===== config.mk =====
export PLATFORM = sky130hd
export DESIGN_NAME = glob_pattern_matcher_unit
export DESIGN_NICKNAME = d
export VERILOG_FILES = /design/src/hdl/gpm_pkg.sv /design/src/hdl/gpm_cell.sv /design/src/hdl/gpm_out_buf.sv /design/src/hdl/glob_pattern_matcher_unit.sv
export SDC_FILE = /design/constraint.sdc
export NUM_CORES = 1
export LEC_CHECK = 0
export BUFFER_PORTS_ARGS = -buffer_cell sky130_fd_sc_hd__buf_2
export CORE_MARGIN = 1
export CORE_UTILIZATION = 65
export DETAILED_ROUTE_END_ITERATION = 7
export HOLD_SLACK_MARGIN = 0.03
export PLACE_DENSITY = 0.91
export REMOVE_ABC_BUFFERS = 1
export SETUP_SLACK_MARGIN = 0.2
export SLEW_MARGIN = 20
export SYNTH_ARGS = -nofsm -noshare
export SYNTH_HDL_FRONTEND = slang
export SYNTH_HIERARCHICAL = 1
export SYNTH_SLANG_ARGS = --single-unit

===== constraint.sdc =====
create_clock -name clk -period 10 [get_ports clk]
set_input_delay 1 -clock clk [delete_from_list [all_inputs] [get_ports clk]]
set_output_delay 1 -clock clk [all_outputs]
set_load 0.01 [all_outputs]

===== src/hdl/gpm_pkg.sv =====
// Package of the glob pattern matcher: beat types, operation codes and constants.
// Used by every RTL file of the block and by its checker.
package gpm_pkg;

	localparam int MAX_PATTERN_DEF = 32;

	localparam logic [7:0] STAR_BYTE     = 8'h2A;
	localparam logic [7:0] QUESTION_BYTE = 8'h3F;

	typedef enum logic [1:0] {
		OP_CLEAR  = 2'd0,
		OP_APPEND = 2'd1,
		OP_TEXT   = 2'd2,
		OP_END    = 2'd3
	} op_t;

	typedef struct packed {
		op_t        operation;
		logic [7:0] byte_value;
	} item_t;

	typedef struct packed {
		logic matched;
		logic pattern_overflow;
	} result_t;

	// Broadcast control from the top level to every cell.
	typedef struct packed {
		logic       step;
		logic       text;
		logic       clear;
		logic [7:0] byte_value;
	} cell_ctrl_t;

	// What one cell hands to its right neighbor for the next active set.
	typedef struct packed {
		logic adv;
		logic skip;
	} link_t;

endpackage


===== src/hdl/gpm_cell.sv =====
// One pattern position of the glob matcher: stored byte, occupancy and active bit.
// Depends on gpm_pkg for the control and link structs.
module gpm_cell (
	input  logic               clk,
	input  logic               arst_n,
	input  gpm_pkg::cell_ctrl_t ctrl,
	input  logic               wr_en,
	input  logic               seed,
	input  gpm_pkg::link_t     left,
	output gpm_pkg::link_t     right,
	output logic               active
);

	logic [7:0] pat_q;
	logic       used_q;
	logic       act_q;

	logic [7:0] pat_n;
	logic       used_n;
	logic       star_cur;
	logic       star_n;
	logic       hit;
	logic       raw;

	assign active   = act_q | seed;
	assign star_cur = (pat_q == gpm_pkg::STAR_BYTE);
	assign hit    = (pat_q == gpm_pkg::QUESTION_BYTE) || (pat_q == ctrl.byte_value);

	assign pat_n  = wr_en ? ctrl.byte_value : pat_q;
	assign used_n = ctrl.clear ? 1'b0 : (used_q | wr_en);
	assign star_n = (pat_n == gpm_pkg::STAR_BYTE);

	// A star holds its own position; any other live byte moves on when it matches.
	assign raw        = left.adv | (ctrl.text & active & used_q & star_cur);
	assign right.adv  = ctrl.text & active & used_q & ~star_cur & hit;
	assign right.skip = raw & used_n & star_n;

	always_ff @(posedge clk) begin
		if (wr_en) begin
			pat_q <= ctrl.byte_value;
		end
	end

	always_ff @(posedge clk or negedge arst_n) begin
		if (!arst_n) begin
			used_q <= 1'b0;
			act_q  <= 1'b0;
		end else if (ctrl.step) begin
			used_q <= used_n;
			act_q  <= raw | left.skip;
		end
	end

endmodule


===== src/hdl/gpm_out_buf.sv =====
// Two-entry result buffer: output register plus skid register.
// Depends on gpm_pkg for the result beat type.
module gpm_out_buf (
	input  logic             clk,
	input  logic             arst_n,
	input  logic             push,
	input  gpm_pkg::result_t push_data,
	output logic             full,
	output logic             result_valid,
	input  logic             result_stall,
	output gpm_pkg::result_t result
);

	logic             out_vld_q;
	logic             skid_vld_q;
	gpm_pkg::result_t out_q;
	gpm_pkg::result_t skid_q;
	logic             pop;

	assign pop          = out_vld_q & ~result_stall;
	assign full         = skid_vld_q;
	assign result_valid = out_vld_q;
	assign result       = out_q;

	always_ff @(posedge clk or negedge arst_n) begin
		if (!arst_n) begin
			out_vld_q  <= 1'b0;
			skid_vld_q <= 1'b0;
		end else if (skid_vld_q) begin
			if (pop) begin
				skid_vld_q <= 1'b0;
			end
		end else if (push) begin
			if (out_vld_q && !pop) begin
				skid_vld_q <= 1'b1;
			end else begin
				out_vld_q <= 1'b1;
			end
		end else if (pop) begin
			out_vld_q <= 1'b0;
		end
	end

	always_ff @(posedge clk) begin
		if (skid_vld_q) begin
			if (pop) begin
				out_q <= skid_q;
			end
		end else if (push) begin
			if (out_vld_q && !pop) begin
				skid_q <= push_data;
			end else begin
				out_q <= push_data;
			end
		end
	end

endmodule


===== src/hdl/glob_pattern_matcher_unit.sv =====
// Top level of the glob pattern matcher: control, row of position cells, result buffer.
// Depends on gpm_pkg, gpm_cell and gpm_out_buf.
//
// Streams bytes against a stored glob pattern in which '*' matches any run of
// bytes and '?' matches exactly one byte. A beat carries an operation: clear the
// pattern, append a pattern byte, feed a text byte, or end the text. End of text
// returns one result beat with the match flag and the overflow flag; all other
// beats return nothing, and a new beat can be accepted every cycle unless the
// result buffer is full. Pattern bytes beyond MAX_PATTERN are dropped and raise
// the overflow flag until the next clear. The pattern lives in a row of
// MAX_PATTERN cells, one per position, each holding its byte and whether that
// position is active; every text byte updates all cells at once, and each cell
// only talks to its right neighbor. A '*' that directly follows another '*' is
// not stored, since it changes nothing in what the pattern matches; it still
// counts toward capacity. Results go through a two-entry buffer, so the input is
// stalled only when two results are waiting to be taken.
module glob_pattern_matcher_unit #(
	parameter int MAX_PATTERN = gpm_pkg::MAX_PATTERN_DEF
) (
	input  logic             clk,
	input  logic             arst_n,
	input  logic             item_valid,
	output logic             item_stall,
	input  gpm_pkg::item_t   item,
	output logic             result_valid,
	input  logic             result_stall,
	output gpm_pkg::result_t result
);

	localparam int PW = $clog2(MAX_PATTERN + 1);

	// Stored positions, bytes offered since the clear (saturating), flags.
	logic [PW-1:0] wr_pos_q;
	logic [PW-1:0] orig_cnt_q;
	logic          last_star_q;
	logic          ovf_q;
	logic          fresh_q;
	logic          end_q;

	logic                accept;
	logic                is_star;
	logic                room;
	logic                store;
	logic                buf_full;
	gpm_pkg::cell_ctrl_t ctrl;
	gpm_pkg::result_t    res_n;
	gpm_pkg::link_t      link [MAX_PATTERN+1];
	logic [MAX_PATTERN:0] act;

	assign item_stall = buf_full;
	assign accept     = item_valid & ~buf_full;

	assign is_star = (item.byte_value == gpm_pkg::STAR_BYTE);
	assign room    = (orig_cnt_q != PW'(MAX_PATTERN));
	assign store   = accept && (item.operation == gpm_pkg::OP_APPEND) && room &&
		!(is_star && last_star_q);

	assign ctrl.step       = accept;
	assign ctrl.text       = (item.operation == gpm_pkg::OP_TEXT);
	assign ctrl.clear      = (item.operation == gpm_pkg::OP_CLEAR);
	assign ctrl.byte_value = item.byte_value;

	// Every operation other than a text byte restarts the text at position zero.
	assign link[0].adv  = ~ctrl.text;
	assign link[0].skip = 1'b0;

	genvar gi;
	generate
		for (gi = 0; gi < MAX_PATTERN; gi++) begin : g_cell
			gpm_cell u_cell (
				.clk    (clk),
				.arst_n (arst_n),
				.ctrl   (ctrl),
				.wr_en  (store && (wr_pos_q == PW'(gi))),
				.seed   ((gi == 0) ? fresh_q : 1'b0),
				.left   (link[gi]),
				.right  (link[gi+1]),
				.active (act[gi])
			);
		end
	endgenerate

	assign act[MAX_PATTERN] = end_q;

	// The end position of the stored pattern decides the match.
	assign res_n.matched          = act[wr_pos_q];
	assign res_n.pattern_overflow = ovf_q;

	always_ff @(posedge clk or negedge arst_n) begin
		if (!arst_n) begin
			wr_pos_q    <= '0;
			orig_cnt_q  <= '0;
			last_star_q <= 1'b0;
			ovf_q       <= 1'b0;
			fresh_q     <= 1'b1;
			end_q       <= 1'b0;
		end else if (accept) begin
			fresh_q <= 1'b0;
			end_q   <= link[MAX_PATTERN].adv | link[MAX_PATTERN].skip;
			unique case (item.operation)
				gpm_pkg::OP_CLEAR: begin
					wr_pos_q    <= '0;
					orig_cnt_q  <= '0;
					last_star_q <= 1'b0;
					ovf_q       <= 1'b0;
				end
				gpm_pkg::OP_APPEND: begin
					if (room) begin
						orig_cnt_q <= orig_cnt_q + PW'(1);
						if (store) begin
							wr_pos_q    <= wr_pos_q + PW'(1);
							last_star_q <= is_star;
						end
					end else begin
						ovf_q <= 1'b1;
					end
				end
				gpm_pkg::OP_TEXT: begin
				end
				gpm_pkg::OP_END: begin
				end
				default: begin
				end
			endcase
		end
	end

	gpm_out_buf u_out_buf (
		.clk          (clk),
		.arst_n       (arst_n),
		.push         (accept && (item.operation == gpm_pkg::OP_END)),
		.push_data    (res_n),
		.full         (buf_full),
		.result_valid (result_valid),
		.result_stall (result_stall),
		.result       (result)
	);

endmodule


Yosys cells after proc, flatten, opt, wreduce, memory -nomap -nowiden:

Cells that the tools add are included.

* register bits: 342
* input port bits: 14
* output and inout port bits: 4
* word-level logic and storage cells: 809

* $add $sub $neg: 2
* $lt $le $gt $ge: 1
* equality and inequality tests: 170
* muxes and demuxes: 87
* bitwise gates (word level): 358
* reduce and logical (&&, ||, !) cells: 83

Operators with widths (count)
* 8-bit by 6-bit == test with 1-bit output (second input constant): 97
* 8-bit == test: 32
* 8-bit two-way mux: 32
* 1-bit bitwise AND: 226
* 1-bit OR: 97
* 6-bit by 5-bit == test with 1-bit output (second input constant): 16
* 6-bit by 4-bit == test with 1-bit output (second input constant): 8
* 1-bit two-way mux: 43
* 1-bit logical AND: 38
* 1-bit inverter: 35
* 1-bit logical OR: 32
* 6-bit by 3-bit == test with 1-bit output (second input constant): 4
* 6-bit case mux with 2 select lines: 2
* 6-bit two-way mux: 3
* 3-bit AND reduction: 5
* 6-bit by 1-bit adder with 6-bit output (second input constant): 2
* 6-bit by 2-bit == test with 1-bit output (second input constant): 2
* 2-bit != test (second input constant): 5
* 2-bit two-way mux: 4
* 6-bit by 7-bit < comparator with 1-bit output (second input constant): 1
* 1-bit binary-select mux with 6-bit select: 1
* 6-bit by 1-bit == test with 1-bit output (second input constant): 1
* 6-bit zero test: 1
* 6-bit != test (second input constant): 1
* 8 further kinds: 13

Logic depth before layout (Yosys ltp):

* depth after elaboration: 11
* gate-level depth with buffers: 14
* mapped depth without buffers: 13

Modules after synthesis:

The synthesis kept the hierarchy.

Modules (own cells, without submodules)
* gpm_cell: instances 32, cells an instance 53, area each 544.3 um2, seq. area each 210.2 um2
* glob_pattern_matcher_unit: instances 1, cells an instance 175, area each 1398.8 um2, seq. area each 401.6 um2
* gpm_out_buf: instances 1, cells an instance 18, area each 247.7 um2, seq. area each 170.2 um2

Worst setup path after synthesis:

OpenSTA, ideal clock, no wires.

* path kind: input -> register
* start: in item[8] in the netlist's numbering
* end: reg wr_pos_q[4]
* setup time: 0.078 ns
* arrival time: 4.693 ns
* required time: 9.922 ns
* setup slack: 5.230 ns
* stages on the path: 5
* buffers on the path: 1
* cell sequence: nor2_1 a21oi_2 buf_6 or4_1 a21oi_1

* longest elaborated chain between the ends: 6
* elaborated cells on any way between the ends: 10
* those cells by class: eq/ne (3); mux (1); reduce/logical (6)

RTL lines
* start: declaration: RTL line glob_pattern_matcher_unit.sv:24 `input gpm_pkg::item_t item,`
* 2-bit by 1-bit == test with 1-bit output: RTL line glob_pattern_matcher_unit.sv:55, glob_pattern_matcher_unit.sv:100
* 1-bit logical AND (3 in a row): RTL line glob_pattern_matcher_unit.sv:55 `assign store = accept && (item.operation == gpm_pkg::OP_APPEND) && room &&`
* 2-bit != test (no source line)
* 4-bit AND reduction (no source line)
* end signal: assignment: RTL line glob_pattern_matcher_unit.sv:111 `wr_pos_q <= wr_pos_q + PW'(1);`
* end: declaration: RTL line glob_pattern_matcher_unit.sv:33 `logic [PW-1:0] wr_pos_q;`

Parallel ways exist; a longest one is shown, timed or not.
A chain may end at the register's enable or synchronous reset.

==> results by group <==
Run status
  – Status: complete, no violations

Place
  – Port bufs: 17
  – DP Cell Count: 2,300
  – Dpl ws: 5.158 ns
  – Placer Congestion: 0.9290
  – DP HPWL: 31,830 um
  – Placed Area: 19,500 um^2

Floorplanning
  – Core area: 28,780 um^2
  – Die Wd: 173.3 um
  – Initial Util: 66.24%
  – Ports: 18
  – Die area: 30,020 um^2
  – Die H: 173.3 um
  – Rows: 62

Final layout
  – Final #Nets: 1,974
  – Share of layout cells above drive strength 1: 23.36%
  – Most frequent cells in the layout: xor2_1, dfxtp_1, nor2_1, mux2_2, nand2_1
  – Non-filler cells, final: 2,366
  – Area Overhead vs Synth: 8.894%
  – Final instance area: 20,760 um^2
  – N_diodes: 0
  – Core Util, Final: 72.13%

Worst setup path
  – WS Path Type: input pin to flip-flop
  – Worst EP arrival: 4.91 ns
  – Critical-path maximum fanout: 39
  – Crit. End Element: flip-flop
  – CP required: 10.44 ns
  – Startpoint types: input pin

Synth
  – Asr flop ratio synth: 23.98%
  – Post-synthesis sequential area ratio: 38.28%
  – Area leader, netlist: dfxtp_1
  – Library cells used by synthesis: 54
  – Area contributors post-synth: dfxtp_1, xor2_1, dfrtp_1
  – Synth Warn #: 6
  – Synthesized area: 19,060 um^2
  – Cells after Synth: 1,889
  – Synth top area share: 26.88%
  – Top FF cell, synth: dfxtp_1
  – FF+latch count, synth: 342
  – Synth Area per Inst: 10.09 um^2
  – Post-synth EDFFs: 4

STA
  – RSZ-0062 raised after global routing: no
  – Worst rel slew slack: 27.13%
  – Fin crit share: 44.71%
  – Final Hold Vio Count: 0
  – Layout Skew: 0.01965 ns
  – Worst setup margin: 5.529 ns
  – Hold WS: 0.3884 ns
  – Max Slew Vio Count: 0
  – Final setup viols: 0
  – Fin Setup TNS: 0 ns
  – Max Fclk: 0.2237 GHz
  – Min Tclk post-route: 4.471 ns
  – Least-Margin Pin Slew: 1.089 ns

Clocking
  – CTS root buffer: clkbuf_16
  – Max clock buf depth: 3
  – Hold Buf Count CTS: 0
  – Clock latency on the worst-skew pair: 0.53 ns
  – Num CTS Buffers: 36
  – Register clock-pin slew on the reported worst setup and hold paths: 0.06 ns
  – CTS tree: done
  – Post-CTS Setup Inserts: 0
  – H-tree Lvls: 2
  – CTS sink cnt: 342
  – Post-CTS sizing: 0

Global routing
  – Initial antenna violation count: 0
  – Largest net degree at the start of global routing: 83
  – Vias in the first global route: 15,850
  – Total gr overflow: 0
  – Total Routing Usage GR: 32.93%
  – First-pass GRT wire length: 81,080 um

Detailed routing
  – Vias: 15,700
  – Drt wl/cell: 21.39 um
  – DRC Markers: 0
  – Post-Route WL: 50,620 um
  – Remaining antenna violation count: 0
  – Router iterations before antenna repair: 5
  – Via density: 6.637
  – Drt initial violations: 1,544

Run
  – Number of max-cap violations: 0

Pwr
  – Leakage: 8.599 nW
  – PnR Total Power: 4.014 mW
  – Max rail drop VDD: 0.0001260 V
  – Total power per unit cell area: 193.4 nW/um^2

Min path
  – Worst Hold Class: input pin to async pin
## metal layers
layer / track usage, % / vias up / share of wire (%)
met2: 54.79 / 896 / 47
met1: 42.61 / 7587 / 40
met5: 0 / - / 0
met4: 14.79 / 0 / 4.1
met3: 4.737 / 219 / 8.3
li1: - / 7002 / -
## flip-flops by register name, summed over array words and instances (netlist names)
| name | flops |
|---|---|
| end_q | 1 |
| fresh_q | 1 |
| g_cell.u_cell/act_q | 32 |
| g_cell.u_cell/pat_q | 256 |
| g_cell.u_cell/used_q | 32 |
| last_star_q | 1 |
| orig_cnt_q | 6 |
| ovf_q | 1 |
| u_out_buf/full | 1 |
| u_out_buf/result | 2 |
| u_out_buf/result_valid | 1 |
| u_out_buf/skid_q | 2 |
| wr_pos_q | 6 |
## synthesized netlist by cell type (all sizes together) (3+ instances only)
library cell and number:
dfxtp 256, xor2 256, mux2 226, nor2 200, nand2 128, nor4 97, dfrtp 81, a21oi 76
inv 74, o21ai 73, nand4b 64, or4 35, and3 34, buf 34, a31oi 33, nand4 33
nor3 33, or2 33, a32oi 32, a41oi 32, mux4 8, ha 6, o31ai 6, edfxtp 4
nand3 4, a22o 3, and2 3, clkbuf 3, nor2b 3
## final cells by class
type | instances | area (um^2)
timing repair buffer | 33 | 217.7
clock inverter | 20 | 266.5
multi-input combinational | 1467 | 11230
tap | 384 | 480.5
fill | 1869 | 8021
inverter | 74 | 280.3
sequential | 342 | 7298
clock buffer | 46 | 989.7
## final timing paths
path | from | to | slack [ns] | cells after the start
min in group clk | fresh_q | fresh_q | 0.49 | 1
min reg2reg | fresh_q | fresh_q | 0.49 | 1
min | arst_n | g_cell[18].u_cell/used_q | 0.39 | 1
max in group asynchronous | arst_n | g_cell[26].u_cell/act_q | 8.42 | 2
max reg2reg | u_out_buf/full | g_cell[7].u_cell/act_q | 5.78 | 11
max | item[5] | g_cell[7].u_cell/act_q | 5.53 | 13
## worst max-delay path, cell delays in order
cell and delay, ns:
buf_2 0.10, buf_4 0.30, nor4b_1 0.26, and2_1 0.19, a21oi_1 0.37, nand2_1 0.46, nor2_1 0.84, mux2_2 0.43
nor3_2 0.17, nand4b_1 0.18, nor4_2 0.31, inv_1 0.10, a31oi_1 0.15
## cells by family after synthesis
kind of cell / synth area share, %
simple gates: 21.07
flops: 38.28
other cells: 0.01967
xor+xnor: 11.81
mux: 16.19
fa+ha+maj: 0.3938
buf+inv: 3.492
compound gates: 8.749
## report_power, final
| part | switching [mW] | internal, mW |
|---|---|---|
| Sequential | 0.224 | 1.57 |
| Combinational | 0.434 | 0.355 |
| Clock | 0.569 | 0.861 |
Note: power is estimated with default switching activity, not from simulation.
